**config.mk**
```make
export PLATFORM = sky130hd
export DESIGN_NAME = keyword_length_payload_deframer_unit_flat
export DESIGN_NICKNAME = d
export VERILOG_FILES = /design/src/rtl/klpd_pkg.sv /design/src/rtl/klpd_in_if.sv /design/src/rtl/klpd_out_if.sv /design/src/rtl/klpd_apb_regs.sv /design/src/rtl/klpd_parser.sv /design/src/rtl/klpd_out_buf.sv /design/src/rtl/keyword_length_payload_deframer_unit.sv /design/src/flat_wrapper.sv
export SDC_FILE = /design/constraint.sdc
export NUM_CORES = 1
export LEC_CHECK = 0
export BUFFER_PORTS_ARGS = -buffer_cell sky130_fd_sc_hd__buf_4
export CELL_PAD_IN_SITES_DETAIL_PLACEMENT = 1
export CELL_PAD_IN_SITES_GLOBAL_PLACEMENT = 1
export CORE_ASPECT_RATIO = 1.25
export CORE_UTILIZATION = 44
export CTS_CLUSTER_SIZE = 8
export DETAILED_ROUTE_END_ITERATION = 12
export GPL_TIMING_DRIVEN = 0
export PLACE_DENSITY = 0.87
export SYNTH_ARGS = -nofsm -noshare
export SYNTH_HDL_FRONTEND = slang
export SYNTH_SLANG_ARGS = --single-unit
```
**constraint.sdc**
```tcl
create_clock -name clk -period 4.4 [get_ports clk]
set_input_delay 0.44 -clock clk [delete_from_list [all_inputs] [get_ports clk]]
set_output_delay 0.44 -clock clk [all_outputs]
set_load 0.01 [all_outputs]
```
**src/rtl/klpd_pkg.sv**
```systemverilog
package klpd_pkg;

  localparam int LENGTH_BITS_DEFAULT = 16;
  localparam int CFG_BITS = 16;
  localparam int ACCUM_BITS = 17;
  localparam int PROD_BITS = 21;
  localparam int KIND_BITS = 3;
  localparam int KW_COUNT = 5;

  localparam int APB_ADDR_BITS = 3;
  localparam int APB_DATA_BITS = 32;
  localparam logic [0:0] REG_MAX_LENGTH = 1'd0;
  localparam logic [CFG_BITS-1:0] MAX_LENGTH_RESET = 16'hFFFF;

  localparam logic [7:0] SPACE_CHAR = 8'h20;
  localparam logic [7:0] DIGIT_ZERO = 8'h30;
  localparam logic [7:0] DIGIT_NINE = 8'h39;
  localparam logic [2:0] DIGIT_LIMIT = 3'd7;
  localparam logic [2:0] KEYWORD_LETTERS = 3'd4;
  localparam logic [ACCUM_BITS-1:0] ACCUM_MAX = 17'h1FFFF;

  localparam logic [1:0] OUT_PAYLOAD = 2'd0;
  localparam logic [1:0] OUT_EMPTY = 2'd1;
  localparam logic [1:0] OUT_ERROR = 2'd2;

  localparam logic [KIND_BITS-1:0] FK_PING = 3'd0;
  localparam logic [KIND_BITS-1:0] FK_PONG = 3'd1;
  localparam logic [KIND_BITS-1:0] FK_NICK = 3'd2;
  localparam logic [KIND_BITS-1:0] FK_LIST = 3'd3;
  localparam logic [KIND_BITS-1:0] FK_CHAT = 3'd4;

  localparam logic [31:0] KEYWORD_TABLE [KW_COUNT] = '{
    32'h50494E47,
    32'h504F4E47,
    32'h4E49434B,
    32'h4C495354,
    32'h43484154
  };

  typedef struct packed {
    logic [1:0] out_kind;
    logic [KIND_BITS-1:0] frame_kind;
    logic [7:0] data_byte;
    logic last_byte;
    logic link_ready;
  } result_t;

  typedef struct packed {
    logic valid;
    result_t data;
  } res_push_t;

  typedef struct packed {
    logic hit;
    logic [KIND_BITS-1:0] kind;
  } kw_hit_t;

  function automatic kw_hit_t kw_lookup(input logic [31:0] word);
    kw_hit_t r;
    r.hit = 1'b0;
    r.kind = FK_PING;
    for (int i = KW_COUNT - 1; i >= 0; i--) begin
      if (KEYWORD_TABLE[i] == word) begin
        r.hit = 1'b1;
        r.kind = KIND_BITS'(i);
      end
    end
    return r;
  endfunction

endpackage

```
**src/rtl/klpd_in_if.sv**
```systemverilog
interface klpd_in_if;
  logic valid;
  logic ready;
  logic [7:0] rx_byte;

  modport source (output valid, output rx_byte, input ready);
  modport sink (input valid, input rx_byte, output ready);
endinterface

```
**src/rtl/klpd_out_if.sv**
```systemverilog
interface klpd_out_if;
  logic valid;
  logic ready;
  logic [1:0] out_kind;
  logic [klpd_pkg::KIND_BITS-1:0] frame_kind;
  logic [7:0] data_byte;
  logic last_byte;
  logic link_ready;

  modport source (output valid, output out_kind, output frame_kind, output data_byte,
                  output last_byte, output link_ready, input ready);
  modport sink (input valid, input out_kind, input frame_kind, input data_byte,
                input last_byte, input link_ready, output ready);
endinterface

```
**src/rtl/klpd_apb_regs.sv**
```systemverilog
module klpd_apb_regs (
  input  logic clk,
  input  logic rst,
  input  logic psel,
  input  logic penable,
  input  logic pwrite,
  input  logic [klpd_pkg::APB_ADDR_BITS-1:0] paddr,
  input  logic [klpd_pkg::APB_DATA_BITS-1:0] pwdata,
  output logic [klpd_pkg::APB_DATA_BITS-1:0] prdata,
  output logic pready,
  output logic [klpd_pkg::CFG_BITS-1:0] max_length
);

  logic [0:0] reg_index;
  logic wr_en;

  assign reg_index = paddr[klpd_pkg::APB_ADDR_BITS-1:2];
  assign pready = 1'b1;
  assign wr_en = psel & penable & pwrite & pready;

  always_ff @(posedge clk) begin
    if (rst) begin
      max_length <= klpd_pkg::MAX_LENGTH_RESET;
    end else if (wr_en && reg_index == klpd_pkg::REG_MAX_LENGTH) begin
      max_length <= pwdata[klpd_pkg::CFG_BITS-1:0];
    end
  end

  always_comb begin
    prdata = '0;
    if (reg_index == klpd_pkg::REG_MAX_LENGTH) begin
      prdata = klpd_pkg::APB_DATA_BITS'(max_length);
    end
  end

endmodule

```
**src/rtl/klpd_parser.sv**
```systemverilog
module klpd_parser #(
  parameter int LENGTH_BITS = klpd_pkg::LENGTH_BITS_DEFAULT
) (
  input  logic clk,
  input  logic rst,
  input  logic accept,
  input  logic [7:0] rx_byte,
  input  logic [klpd_pkg::CFG_BITS-1:0] max_length,
  output klpd_pkg::res_push_t push
);

  localparam int CNT_BITS = (LENGTH_BITS < klpd_pkg::CFG_BITS) ? LENGTH_BITS
                                                                 : klpd_pkg::CFG_BITS;
  localparam logic [klpd_pkg::CFG_BITS-1:0] LEN_CAP_MAX =
    (LENGTH_BITS >= klpd_pkg::CFG_BITS) ? {klpd_pkg::CFG_BITS{1'b1}}
                                        : klpd_pkg::CFG_BITS'((64'd1 << LENGTH_BITS) - 64'd1);

  typedef enum logic [1:0] {
    PH_KEYWORD,
    PH_LENGTH,
    PH_PAYLOAD,
    PH_ERROR
  } phase_t;

  phase_t phase, phase_next;
  logic [31:0] keyword_shift, keyword_shift_next;
  logic [2:0] keyword_count, keyword_count_next;
  logic [klpd_pkg::ACCUM_BITS-1:0] length_accum, length_accum_next;
  logic [2:0] length_digits, length_digits_next;
  logic [CNT_BITS-1:0] bytes_left, bytes_left_next;
  logic [klpd_pkg::KIND_BITS-1:0] current_kind, current_kind_next;
  logic list_seen, list_seen_next;

  logic [klpd_pkg::CFG_BITS-1:0] len_cap;
  logic [klpd_pkg::PROD_BITS-1:0] accum_prod;
  logic [CNT_BITS-1:0] bytes_dec;
  klpd_pkg::kw_hit_t kw;

  assign len_cap = (max_length < LEN_CAP_MAX) ? max_length : LEN_CAP_MAX;
  assign accum_prod = klpd_pkg::PROD_BITS'({length_accum, 3'b000})
                    + klpd_pkg::PROD_BITS'({length_accum, 1'b0})
                    + klpd_pkg::PROD_BITS'(rx_byte[3:0]);
  assign bytes_dec = bytes_left - CNT_BITS'(1);
  assign kw = klpd_pkg::kw_lookup(keyword_shift);

  always_comb begin
    phase_next = phase;
    keyword_shift_next = keyword_shift;
    keyword_count_next = keyword_count;
    length_accum_next = length_accum;
    length_digits_next = length_digits;
    bytes_left_next = bytes_left;
    current_kind_next = current_kind;
    list_seen_next = list_seen;
    push.valid = 1'b0;
    push.data.out_kind = klpd_pkg::OUT_ERROR;
    push.data.frame_kind = current_kind;
    push.data.data_byte = '0;
    push.data.last_byte = 1'b0;

    if (accept) begin
      case (phase)
        PH_KEYWORD: begin
          if (rx_byte == klpd_pkg::SPACE_CHAR) begin
            if (keyword_count == klpd_pkg::KEYWORD_LETTERS && kw.hit) begin
              current_kind_next = kw.kind;
              phase_next = PH_LENGTH;
              length_accum_next = '0;
              length_digits_next = '0;
            end else begin
              phase_next = PH_ERROR;
              push.valid = 1'b1;
              push.data.frame_kind = klpd_pkg::FK_PING;
            end
          end else if (keyword_count >= klpd_pkg::KEYWORD_LETTERS) begin
            phase_next = PH_ERROR;
            push.valid = 1'b1;
            push.data.frame_kind = klpd_pkg::FK_PING;
          end else begin
            keyword_shift_next = {keyword_shift[23:0], rx_byte};
            keyword_count_next = keyword_count + 3'd1;
          end
        end
        PH_LENGTH: begin
          if (rx_byte inside {[klpd_pkg::DIGIT_ZERO:klpd_pkg::DIGIT_NINE]}) begin
            if (length_digits >= klpd_pkg::DIGIT_LIMIT) begin
              phase_next = PH_ERROR;
              push.valid = 1'b1;
            end else begin
              length_digits_next = length_digits + 3'd1;
              if (accum_prod > klpd_pkg::PROD_BITS'(klpd_pkg::ACCUM_MAX)) begin
                length_accum_next = klpd_pkg::ACCUM_MAX;
              end else begin
                length_accum_next = accum_prod[klpd_pkg::ACCUM_BITS-1:0];
              end
            end
          end else if (rx_byte != klpd_pkg::SPACE_CHAR) begin
            phase_next = PH_ERROR;
            push.valid = 1'b1;
          end else if (length_accum > klpd_pkg::ACCUM_BITS'(len_cap)) begin
            phase_next = PH_ERROR;
            push.valid = 1'b1;
          end else if (length_accum == '0) begin
            if (current_kind == klpd_pkg::FK_LIST) begin
              list_seen_next = 1'b1;
            end
            push.valid = 1'b1;
            push.data.out_kind = klpd_pkg::OUT_EMPTY;
            push.data.last_byte = 1'b1;
            phase_next = PH_KEYWORD;
            keyword_shift_next = '0;
            keyword_count_next = '0;
            length_accum_next = '0;
            length_digits_next = '0;
          end else begin
            bytes_left_next = length_accum[CNT_BITS-1:0];
            phase_next = PH_PAYLOAD;
          end
        end
        PH_PAYLOAD: begin
          bytes_left_next = bytes_dec;
          push.valid = 1'b1;
          push.data.out_kind = klpd_pkg::OUT_PAYLOAD;
          push.data.data_byte = rx_byte;
          push.data.last_byte = (bytes_dec == '0);
          if (bytes_dec == '0) begin
            if (current_kind == klpd_pkg::FK_LIST) begin
              list_seen_next = 1'b1;
            end
            phase_next = PH_KEYWORD;
            keyword_shift_next = '0;
            keyword_count_next = '0;
            length_accum_next = '0;
            length_digits_next = '0;
          end
        end
        default: begin
        end
      endcase
    end
    push.data.link_ready = list_seen_next;
  end

  always_ff @(posedge clk) begin
    if (rst) begin
      phase <= PH_KEYWORD;
      keyword_shift <= '0;
      keyword_count <= '0;
      length_accum <= '0;
      length_digits <= '0;
      bytes_left <= '0;
      current_kind <= '0;
      list_seen <= 1'b0;
    end else begin
      phase <= phase_next;
      keyword_shift <= keyword_shift_next;
      keyword_count <= keyword_count_next;
      length_accum <= length_accum_next;
      length_digits <= length_digits_next;
      bytes_left <= bytes_left_next;
      current_kind <= current_kind_next;
      list_seen <= list_seen_next;
    end
  end

endmodule

```
**src/rtl/klpd_out_buf.sv**
```systemverilog
module klpd_out_buf (
  input  logic clk,
  input  logic rst,
  input  klpd_pkg::res_push_t push,
  output logic can_accept,
  klpd_out_if.source res
);

  klpd_pkg::result_t e0, e1;
  logic [1:0] cnt;
  logic pop;

  assign pop = res.valid & res.ready;
  assign can_accept = (cnt != 2'd2) | res.ready;

  assign res.valid = (cnt != 2'd0);
  assign res.out_kind = e0.out_kind;
  assign res.frame_kind = e0.frame_kind;
  assign res.data_byte = e0.data_byte;
  assign res.last_byte = e0.last_byte;
  assign res.link_ready = e0.link_ready;

  always_ff @(posedge clk) begin
    if (rst) begin
      cnt <= 2'd0;
    end else begin
      cnt <= cnt + {1'b0, push.valid} - {1'b0, pop};
    end
  end

  always_ff @(posedge clk) begin
    if (pop && cnt == 2'd2) begin
      e0 <= e1;
    end
    if (push.valid) begin
      if (cnt == 2'd0 || (cnt == 2'd1 && pop)) begin
        e0 <= push.data;
      end else begin
        e1 <= push.data;
      end
    end
  end

endmodule

```
**src/rtl/keyword_length_payload_deframer_unit.sv**
```systemverilog
// Keyword/length/payload deframer.
// rx carries one received link byte per transaction. Frames are a four-letter
// keyword (PING, PONG, NICK, LIST, CHAT), a space, a decimal length, a space,
// then that many payload bytes.
// res carries one result per payload byte (with frame kind and last flag), one
// for each empty frame, and one when a framing fault enters the error state.
// link_ready in each result is set once a LIST frame has completed.
// Throughput: one byte per cycle while rx.ready is high; the parser state updates in the accept cycle.
// Results: each result is written into the result buffer and presented on res from its head entry.
// Stall: a two-entry result buffer sits in front of res; rx.ready drops only
// when both entries are full and res is not taking one that cycle.
// Reset (rst, synchronous) returns to the keyword phase, clears link_ready,
// empties the buffer and sets max_length to 65535.
// A framing error is sticky: later bytes are accepted and dropped until reset.
// APB: max_length at address 0, written on the access cycle; pready is high.
module keyword_length_payload_deframer_unit #(
  parameter int LENGTH_BITS = klpd_pkg::LENGTH_BITS_DEFAULT
) (
  input  logic clk,
  input  logic rst,
  klpd_in_if.sink rx,
  klpd_out_if.source res,
  input  logic psel,
  input  logic penable,
  input  logic pwrite,
  input  logic [klpd_pkg::APB_ADDR_BITS-1:0] paddr,
  input  logic [klpd_pkg::APB_DATA_BITS-1:0] pwdata,
  output logic [klpd_pkg::APB_DATA_BITS-1:0] prdata,
  output logic pready
);

  logic [klpd_pkg::CFG_BITS-1:0] max_length;
  klpd_pkg::res_push_t push;
  logic can_accept;

  assign rx.ready = can_accept;

  klpd_apb_regs u_regs (
    .clk        (clk),
    .rst        (rst),
    .psel       (psel),
    .penable    (penable),
    .pwrite     (pwrite),
    .paddr      (paddr),
    .pwdata     (pwdata),
    .prdata     (prdata),
    .pready     (pready),
    .max_length (max_length)
  );

  klpd_parser #(
    .LENGTH_BITS (LENGTH_BITS)
  ) u_parser (
    .clk        (clk),
    .rst        (rst),
    .accept     (rx.valid & can_accept),
    .rx_byte    (rx.rx_byte),
    .max_length (max_length),
    .push       (push)
  );

  klpd_out_buf u_buf (
    .clk        (clk),
    .rst        (rst),
    .push       (push),
    .can_accept (can_accept),
    .res        (res)
  );

endmodule

```
**src/flat_wrapper.sv**
```systemverilog
// flat-port wrapper written by rule: the top's interface ports become plain ports
module keyword_length_payload_deframer_unit_flat 
#(
  parameter int LENGTH_BITS = klpd_pkg::LENGTH_BITS_DEFAULT
)
  (clk, rst, psel, penable, pwrite, paddr, pwdata, prdata, pready, rx_valid, rx_rx_byte, rx_ready, res_valid, res_out_kind, res_frame_kind, res_data_byte, res_last_byte, res_link_ready, res_ready);
  klpd_in_if rx_i ();
  klpd_out_if res_i ();
  input  logic clk;
  input  logic rst;
  input  logic psel;
  input  logic penable;
  input  logic pwrite;
  input  logic [klpd_pkg::APB_ADDR_BITS-1:0] paddr;
  input  logic [klpd_pkg::APB_DATA_BITS-1:0] pwdata;
  output logic [klpd_pkg::APB_DATA_BITS-1:0] prdata;
  output logic pready;
  input wire logic [$bits(rx_i.valid)-1:0] rx_valid;
  input wire logic [$bits(rx_i.rx_byte)-1:0] rx_rx_byte;
  output wire logic [$bits(rx_i.ready)-1:0] rx_ready;
  output wire logic [$bits(res_i.valid)-1:0] res_valid;
  output wire logic [$bits(res_i.out_kind)-1:0] res_out_kind;
  output wire logic [$bits(res_i.frame_kind)-1:0] res_frame_kind;
  output wire logic [$bits(res_i.data_byte)-1:0] res_data_byte;
  output wire logic [$bits(res_i.last_byte)-1:0] res_last_byte;
  output wire logic [$bits(res_i.link_ready)-1:0] res_link_ready;
  input wire logic [$bits(res_i.ready)-1:0] res_ready;
  assign rx_i.valid = rx_valid;
  assign rx_i.rx_byte = rx_rx_byte;
  assign rx_ready = rx_i.ready;
  assign res_valid = res_i.valid;
  assign res_out_kind = res_i.out_kind;
  assign res_frame_kind = res_i.frame_kind;
  assign res_data_byte = res_i.data_byte;
  assign res_last_byte = res_i.last_byte;
  assign res_link_ready = res_i.link_ready;
  assign res_i.ready = res_ready;
  keyword_length_payload_deframer_unit #(.LENGTH_BITS(LENGTH_BITS)) u_core (.clk(clk), .rst(rst), .rx(rx_i), .res(res_i), .psel(psel), .penable(penable), .pwrite(pwrite), .paddr(paddr), .pwdata(pwdata), .prdata(prdata), .pready(pready));
endmodule
```
# After elaboration in Yosys (flattened, before gate mapping)
# Cells that the tools add are included.
# word_totals
output_inout_bits	50
ff_bits	125
in_bits	50
elab_cells	178
# op_classes
n_eq_ne	30
n_addsub	7
magnitude_cmp	7
muxes	88
bitwise	7
n_reduce_logical	19
# op_table
op	count
32-bit 2-to-1 mux	7
31-bit by 32-bit == test with 1-bit output, first input constant	5
17-bit 2-to-1 mux	9
16-bit 2-to-1 mux	6
32-bit case mux with 3 select lines	1
15-bit 2-to-1 mux	4
17-bit case mux with 3 select lines	1
3-bit 2-to-1 mux	16
16-bit case mux with 2 select lines	1
2-bit 2-to-1 mux	12
2-bit != test, second input constant	11
20-bit by 18-bit adder with 21-bit output	1
21-bit by 4-bit adder with 21-bit output	1
21-bit by 17-bit greater-than comparator with 1-bit output, second input constant	1
4-bit 2-to-1 mux	5
1-bit 2-to-1 mux	18
3-bit != test, second input constant	6
3-bit case mux with 3 select lines	2
9-bit AND reduction	2
17-bit by 16-bit greater-than comparator with 1-bit output	1
17-bit zero test	1
16-bit zero test	1
16-bit < comparator, second input constant	1
16-bit by 1-bit subtractor with 16-bit output, second input constant	1
29 further kinds	44

# Depth between registers and ports, before layout
# depth
word_depth	13
ltp_mapped	15
mapped_depth_nobuf	14

# Cells and area by module
# A second synthesis with hierarchy kept.
# unflattened
hier_cells	877
area_unflattened_um2	7806.2
# by_module_without_submodules
mod	area_per_inst_um2	seq_area_each_um2	n_inst	cells_per_inst
klpd_parser	5586.6	1541.5	1	692
klpd_out_buf	1306.3	790.8	1	78
klpd_apb_regs	907.1	320.3	1	106
keyword_length_payload_deframer_unit	6.3	0.0	1	1

# Worst setup path after synthesis
# OpenSTA, ideal clock, no wires.
# synth_timing
path_type	register to register
startpoint	reg u_core.u_parser.length_accum[6] in the netlist's numbering
endpoint	reg u_core.u_buf.e1[0] in the netlist's numbering (enable)
path_stages_with_launch	11
synth_period_minus_slack_ps	3862
setup_slack_ps	538
arrival_ps	3437
setup_ps	426
path_buffers	1
cell_sequence	dfxtp_1 -> ha_1 -> nand4_1 -> nor3_1 -> a2111o_1 -> a221oi_2 -> or2_2 -> buf_2 -> a21oi_1 -> nor3_1 -> nor4_1
# synth_between
elab_chain_cells	8
# synth_rtl
element	line	text
start: declaration	klpd_parser.sv:28	logic [klpd_pkg::ACCUM_BITS-1:0] length_accum, length_accum_next;
start signal: assignment	klpd_parser.sv:158	length_accum <= length_accum_next;
branches (longest 2 deep; another with 17-bit by 16-bit greater-than comparator with 1-bit output)	-	
1-bit 2-to-1 mux *	klpd_parser.sv:100	end else if (length_accum > klpd_pkg::ACCUM_BITS'(len_cap)) begin
1-bit 2-to-1 mux *	klpd_parser.sv:97	end else if (rx_byte != klpd_pkg::SPACE_CHAR) begin
1-bit 2-to-1 mux *	klpd_parser.sv:85	if (rx_byte inside {[klpd_pkg::DIGIT_ZERO:klpd_pkg::DIGIT_NINE]}) begin
1-bit case mux with 3 select lines *	klpd_parser.sv:62	case (phase)
15-bit 2-to-1 mux *	klpd_parser.sv:61	if (accept) begin
2-bit AND reduction (no line) *	-	
end signal: assignment	klpd_out_buf.sv:39	e1 <= push.data;
end: declaration	klpd_out_buf.sv:9	klpd_pkg::result_t e0, e1;
# Mark *: on every way between the ends.
# A chain may end at the register's enable or synchronous reset.

# Worst setup path in the final report
# layout_timing
startpoint	reg u_core.u_parser.length_accum[0] in the netlist's numbering
endpoint	reg u_core.u_parser.length_accum[9] in the netlist's numbering
# layout_between
elab_chain_cells	7
# layout_rtl
element	line	text
20-bit by 18-bit adder with 21-bit output	klpd_parser.sv:41	+ klpd_pkg::PROD_BITS'({length_accum, 1'b0})
21-bit by 4-bit adder with 21-bit output	klpd_parser.sv:42	+ klpd_pkg::PROD_BITS'(rx_byte[3:0]);
21-bit by 17-bit greater-than comparator with 1-bit output	klpd_parser.sv:91	if (accum_prod > klpd_pkg::PROD_BITS'(klpd_pkg::ACCUM_MAX)) begin
17-bit 2-to-1 mux	klpd_parser.sv:91	
17-bit 2-to-1 mux	klpd_parser.sv:86	if (length_digits >= klpd_pkg::DIGIT_LIMIT) begin
17-bit 2-to-1 mux	klpd_parser.sv:85	
17-bit case mux with 3 select lines	klpd_parser.sv:62	
# Parallel ways exist; a longest one is shown, timed or not. The select of a mux whose other input is x is not followed.

==> flow_results.xml <==
<?xml version="1.0" encoding="UTF-8"?>
<metrics>
  <group name="status">
    <metric name="outcome" unit="">finished clean</metric>
  </group>
  <group name="global_routing">
    <metric name="grt_usage" unit="%">26.6</metric>
    <metric name="first_global_vias" unit="">7543</metric>
    <metric name="grt_max_degree" unit="">17</metric>
    <metric name="grt-ovfl-total" unit="">0</metric>
    <metric name="grt_pass1_wl" unit="um">37500</metric>
    <metric name="grt_antenna_before_repair" unit="">0</metric>
  </group>
  <group name="logic_synthesis">
    <metric name="sequential_to_total_area_share_from_yosys_stat" unit="%">34.9</metric>
    <metric name="synth_largest_area_cell" unit="">sky130_fd_sc_hd__dfxtp_1</metric>
    <metric name="async_flop_share" unit="%">0</metric>
    <metric name="yosysWarningCount" unit="">0</metric>
    <metric name="syn_avg_cell_area" unit="um^2">8.52</metric>
    <metric name="ys.flop_type" unit="">sky130_fd_sc_hd__dfxtp_1</metric>
    <metric name="yosys_register_bits" unit="">125</metric>
    <metric name="synthSimpleGateAreaFrac" unit="%">23.1</metric>
    <metric name="synth.cell_area" unit="um^2">7590</metric>
    <metric name="synth_compound_gate_area_share" unit="%">18.0</metric>
    <metric name="synth_edf_count" unit="">15</metric>
    <metric name="synth_xor_xnor_area_share" unit="%">2.08</metric>
    <metric name="synth_adder_area_share" unit="%">10.6</metric>
    <metric name="area_fraction_of_the_dominant_cell_type_after_synthesis" unit="%">29.0</metric>
    <metric name="synth.area.top_cells" unit="">sky130_fd_sc_hd__dfxtp_1, sky130_fd_sc_hd__ha_1, sky130_fd_sc_hd__edfxtp_1</metric>
    <metric name="synth.area.mux_share" unit="%">4.71</metric>
    <metric name="ys_types" unit="">69</metric>
    <metric name="postSynthCellCount" unit="">891</metric>
    <metric name="synth_top_family_by_area" unit="">simple AND/OR/NAND/NOR gates</metric>
  </group>
  <group name="hold_path">
    <metric name="holdCritStartpoint" unit="">pwdata[15]</metric>
    <metric name="hold_class" unit="">in -&gt; reg</metric>
    <metric name="hold_path_depth" unit="">2</metric>
    <metric name="worst_hold_path.endpoint" unit="">u_core.u_regs.max_length[15]</metric>
  </group>
  <group name="sta">
    <metric name="worst_slack" unit="ps">532</metric>
    <metric name="timing.slew.headroom" unit="%">31.8</metric>
    <metric name="finalWorstPathRequiredPeriod" unit="ps">3870</metric>
    <metric name="timing.final.setup_violations" unit="">0</metric>
    <metric name="finalSetupTns" unit="ps">0</metric>
    <metric name="report.final.hold_viol_count" unit="">0</metric>
    <metric name="worst_pin_slew" unit="ps">1010</metric>
    <metric name="post-route-period-util" unit="%">87.9</metric>
    <metric name="clock_skew" unit="ps">10.8</metric>
    <metric name="max_freq" unit="MHz">259</metric>
    <metric name="slew_violations" unit="">0</metric>
    <metric name="rsz0062_at_grt" unit="">false</metric>
    <metric name="hold-worst-slack" unit="ps">219</metric>
  </group>
  <group name="floorplan">
    <metric name="start_util" unit="%">45.1</metric>
    <metric name="die-width" unit="um">119</metric>
    <metric name="io-pin-count" unit="">100</metric>
    <metric name="die_area" unit="um^2">17800</metric>
    <metric name="area_of_the_core" unit="um^2">16800</metric>
    <metric name="die_h" unit="um">149</metric>
    <metric name="rows" unit="">53</metric>
  </group>
  <group name="cts">
    <metric name="root_buffer" unit="">sky130_fd_sc_hd__clkbuf_16</metric>
    <metric name="clock_sinks" unit="">125</metric>
    <metric name="clockBufferDepth" unit="">2</metric>
    <metric name="worst_skew_pair.late_latency" unit="ps">430</metric>
    <metric name="h-tree-depth" unit="">4</metric>
    <metric name="tritoncts.num_buffers" unit="">17</metric>
    <metric name="path_clk_slew" unit="ps">60</metric>
    <metric name="cts.repair_timing.setup_buffer_count" unit="">0</metric>
    <metric name="cts_tree" unit="">done</metric>
    <metric name="post_cts_hold_buffer_count" unit="">0</metric>
    <metric name="ctsResizeCount" unit="">0</metric>
  </group>
  <group name="finish">
    <metric name="regArea" unit="um^2">2650</metric>
    <metric name="multi_input_area" unit="um^2">4510</metric>
    <metric name="insertedDiodeCount" unit="">0</metric>
    <metric name="syn_to_final_growth" unit="%">18.2</metric>
    <metric name="net_count_final" unit="">1102</metric>
    <metric name="fin_cells" unit="">1222</metric>
    <metric name="ratio_of_cells_with_drive_above_1_in_the_final_layout" unit="%">16.1</metric>
    <metric name="fill_cells" unit="">2061</metric>
  </group>
  <group name="worst_setup_path">
    <metric name="cpMostUsedCell" unit="">sky130_fd_sc_hd__fa_1</metric>
    <metric name="r2r_start" unit="">u_core.u_parser.length_accum[0]</metric>
    <metric name="worstSetupEndpointType" unit="">flop</metric>
    <metric name="worst_r2r_path_depth" unit="">11</metric>
    <metric name="critPathMaxStageDelay" unit="ps">590</metric>
    <metric name="worstPathCellList" unit="">fa_1 -&gt; fa_1 -&gt; a21oi_1 -&gt; o211ai_1 -&gt; o22ai_1 -&gt; o21ai_0 -&gt; nor3_1 -&gt; mux2i_1 -&gt; clkbuf_1 -&gt; nor2_1 -&gt; o2bb2ai_1</metric>
    <metric name="path_max_fanout" unit="">10</metric>
    <metric name="path_buf_inv" unit="">1</metric>
    <metric name="reg2reg_setup_slack" unit="ps">530</metric>
    <metric name="critPathKind" unit="">reg -&gt; reg</metric>
    <metric name="req_time_crit_path" unit="ps">4760</metric>
    <metric name="timing.critical_path.slowest_stage_cell" unit="">sky130_fd_sc_hd__fa_1</metric>
    <metric name="critical_path.startpoint_type" unit="">flop</metric>
    <metric name="cp_top_family" unit="">compound AO/OA/AOI/OAI gates</metric>
    <metric name="rr_endpoint" unit="">u_core.u_parser.length_accum[9]</metric>
    <metric name="timing.critical_path.arrival" unit="ps">4230</metric>
  </group>
  <group name="placed_design">
    <metric name="place_hpwl" unit="um">17200</metric>
    <metric name="preCtsSetupSlack" unit="ps">422</metric>
    <metric name="place.detailed.instances" unit="">1190</metric>
    <metric name="global_placer_s_final_weighted_congestion" unit="">0.815</metric>
    <metric name="portBuffers" unit="">63</metric>
  </group>
  <group name="power">
    <metric name="total_power" unit="uW">3860</metric>
    <metric name="leakage" unit="uW">0.00397</metric>
    <metric name="vdd.ir_drop.worst" unit="uV">329</metric>
    <metric name="power-per-cell-area" unit="nW/um^2">430</metric>
  </group>
  <group name="detailed_routing">
    <metric name="post-route-drc-count" unit="">0</metric>
    <metric name="vias" unit="">7072</metric>
    <metric name="initialDrtViolationCount" unit="">322</metric>
    <metric name="drt-pass1-iter-count" unit="">5</metric>
    <metric name="ant_nets" unit="">0</metric>
    <metric name="detail_route.wirelength" unit="um">22900</metric>
    <metric name="avgRoutedWirePerCell" unit="um">18.7</metric>
    <metric name="routed_via_density" unit="">5.79</metric>
  </group>
  <group name="job">
    <metric name="max_cap_viol_count" unit="">0</metric>
  </group>
</metrics>
-- cell usage in the layout (no fill, tap or decap), types with 5 or more instances in the layout --
| cell | Yosys | layout |
|---|---|---|
| sky130_fd_sc_hd__nand2_1 | 96 | 96 |
| sky130_fd_sc_hd__o211ai_1 | 18 | 18 |
| sky130_fd_sc_hd__nand3_1 | 15 | 15 |
| sky130_fd_sc_hd__or3_1 | 9 | 9 |
| sky130_fd_sc_hd__o2bb2ai_1 | 20 | 20 |
| sky130_fd_sc_hd__edfxtp_1 | 15 | 15 |
| sky130_fd_sc_hd__nand3b_1 | 36 | 36 |
| sky130_fd_sc_hd__nand4_1 | 9 | 9 |
| sky130_fd_sc_hd__a21o_1 | 6 | 6 |
| sky130_fd_sc_hd__and2_1 | 6 | 6 |
| sky130_fd_sc_hd__mux2i_1 | 11 | 11 |
| sky130_fd_sc_hd__inv_1 | 39 | 39 |
| sky130_fd_sc_hd__xnor2_1 | 11 | 11 |
| sky130_fd_sc_hd__and3_1 | 15 | 15 |
| sky130_fd_sc_hd__xor2_1 | 7 | 7 |
| sky130_fd_sc_hd__mux2_2 | 22 | 22 |
| sky130_fd_sc_hd__o21a_1 | 5 | 5 |
| sky130_fd_sc_hd__nor4_1 | 8 | 7 |
| sky130_fd_sc_hd__conb_1 | 2 | 17 |
| sky130_fd_sc_hd__nand2b_1 | 6 | 6 |
| sky130_fd_sc_hd__ha_1 | 61 | 61 |
| sky130_fd_sc_hd__buf_2 | 9 | 9 |
| sky130_fd_sc_hd__buf_4 | 18 | 81 |
| sky130_fd_sc_hd__clkbuf_1 | 38 | 39 |
| sky130_fd_sc_hd__nor3_1 | 18 | 18 |
| sky130_fd_sc_hd__a31oi_1 | 8 | 8 |
| sky130_fd_sc_hd__nand4b_1 | 5 | 5 |
| sky130_fd_sc_hd__nor2_1 | 81 | 81 |
| sky130_fd_sc_hd__or2_2 | 5 | 5 |
| sky130_fd_sc_hd__clkbuf_16 | 0 | 17 |
| sky130_fd_sc_hd__a21oi_1 | 73 | 73 |
| sky130_fd_sc_hd__o21ai_0 | 34 | 34 |
| sky130_fd_sc_hd__dfxtp_1 | 110 | 110 |
| sky130_fd_sc_hd__a211oi_1 | 10 | 10 |
-- sequential cells by signal, indices dropped and copies added (netlist names), 2 cells and up --
signal	count
u_core.u_buf.res.data_byte	8
u_core.u_parser.phase	2
u_core.u_parser.length_accum	17
u_core.u_buf.cnt	2
u_core.u_regs.max_length	16
u_core.u_buf.e1	15
u_core.u_parser.keyword_count	3
u_core.u_parser.keyword_shift	32
u_core.u_buf.res.frame_kind	3
u_core.u_parser.length_digits	3
u_core.u_parser.bytes_left	16
u_core.u_buf.res.out_kind	2
u_core.u_parser.current_kind	3
-- worst reg2reg max path: stages (launching register included) --
cell and delay (ps):
sky130_fd_sc_hd__dfxtp_1 390, sky130_fd_sc_hd__fa_1 590, sky130_fd_sc_hd__fa_1 250, sky130_fd_sc_hd__a21oi_1 140, sky130_fd_sc_hd__o211ai_1 270, sky130_fd_sc_hd__o22ai_1 170
sky130_fd_sc_hd__o21ai_0 550, sky130_fd_sc_hd__nor3_1 140, sky130_fd_sc_hd__mux2i_1 550, sky130_fd_sc_hd__clkbuf_1 490, sky130_fd_sc_hd__nor2_1 110, sky130_fd_sc_hd__o2bb2ai_1 150
-- worst max-delay path by stage --
stage / start / cells past startpoint / end
after floorplan: u_core.u_parser.length_accum[6] / 10 / u_core.u_buf.e1[0]
after global placement: u_core.u_parser.length_accum[14] / 9 / u_core.u_buf.e1[9]
after detailed placement: rx_rx_byte[3] / 12 / u_core.u_parser.length_accum[9]
after CTS: u_core.u_parser.length_accum[0] / 11 / u_core.u_parser.length_accum[9]
after global routing: u_core.u_parser.length_accum[0] / 11 / u_core.u_parser.length_accum[9]
final: u_core.u_parser.length_accum[0] / 11 / u_core.u_parser.length_accum[9]
-- cell families (layout without fill, tap and decap cells) --
group / after synthesis / count (layout)
and+or+nand+nor: 335 / 335
AOI/OAI and AO/OA: 207 / 207
DFF: 125 / 125
buffers and inverters: 108 / 204
adders and majority gates: 63 / 63
muxes: 33 / 33
xor gates and xnor gates: 18 / 18
other: 2 / 17
-- cell usage after synthesis (7+ instances only) --
library cell and number:
sky130_fd_sc_hd__nand4_1 9, sky130_fd_sc_hd__clkbuf_1 38, sky130_fd_sc_hd__xnor2_1 11, sky130_fd_sc_hd__nand3_1 15, sky130_fd_sc_hd__edfxtp_1 15, sky130_fd_sc_hd__buf_2 9
sky130_fd_sc_hd__mux2i_1 11, sky130_fd_sc_hd__buf_4 18, sky130_fd_sc_hd__xor2_1 7, sky130_fd_sc_hd__inv_1 39, sky130_fd_sc_hd__nor2_1 81, sky130_fd_sc_hd__dfxtp_1 110
sky130_fd_sc_hd__nand2_1 96, sky130_fd_sc_hd__nor3_1 18, sky130_fd_sc_hd__a31oi_1 8, sky130_fd_sc_hd__nand3b_1 36, sky130_fd_sc_hd__and3_1 15, sky130_fd_sc_hd__o211ai_1 18
sky130_fd_sc_hd__or3_1 9, sky130_fd_sc_hd__o2bb2ai_1 20, sky130_fd_sc_hd__a211oi_1 10, sky130_fd_sc_hd__o21ai_0 34, sky130_fd_sc_hd__nor4_1 8, sky130_fd_sc_hd__mux2_2 22
sky130_fd_sc_hd__ha_1 61, sky130_fd_sc_hd__a21oi_1 73
-- through the flow --
| step | area [um^2] | util, % |
|---|---|---|
| after floorplan | 7650 | - |
| after global placement | 8400 | 49.9 |
| after detailed placement | 8410 | 50.0 |
| after CTS | 8970 | 53.3 |
| after global routing | 8970 | 53.3 |
| final | 8970 | 53.3 |
-- layer usage --
metal / GRT usage, % / wire length, um / vias to the layer above
met1: 28.7 / 9080 / 3454
met4: 13.6 / 983 / 0
met5: 0 / 0 / -
li1: - / - / 3377
met3: 4.93 / 798 / 74
met2: 49.1 / 12000 / 167
-- power by group --
group	switching (uW)	internal, uW
sequential	102	1280
clock	547	792
combinational	645	489
-- area by class of cell --
class,instances,area share (%)
buffer,68,3.81
clock buffer,19,4.94
clock inverter,13,1.30
inverter,40,1.67
multi-input combinational,673,50.3
sequential,125,29.6
tap,220,3.07
timing repair buffer,64,5.40
Power figures use the tool's default switching activity.
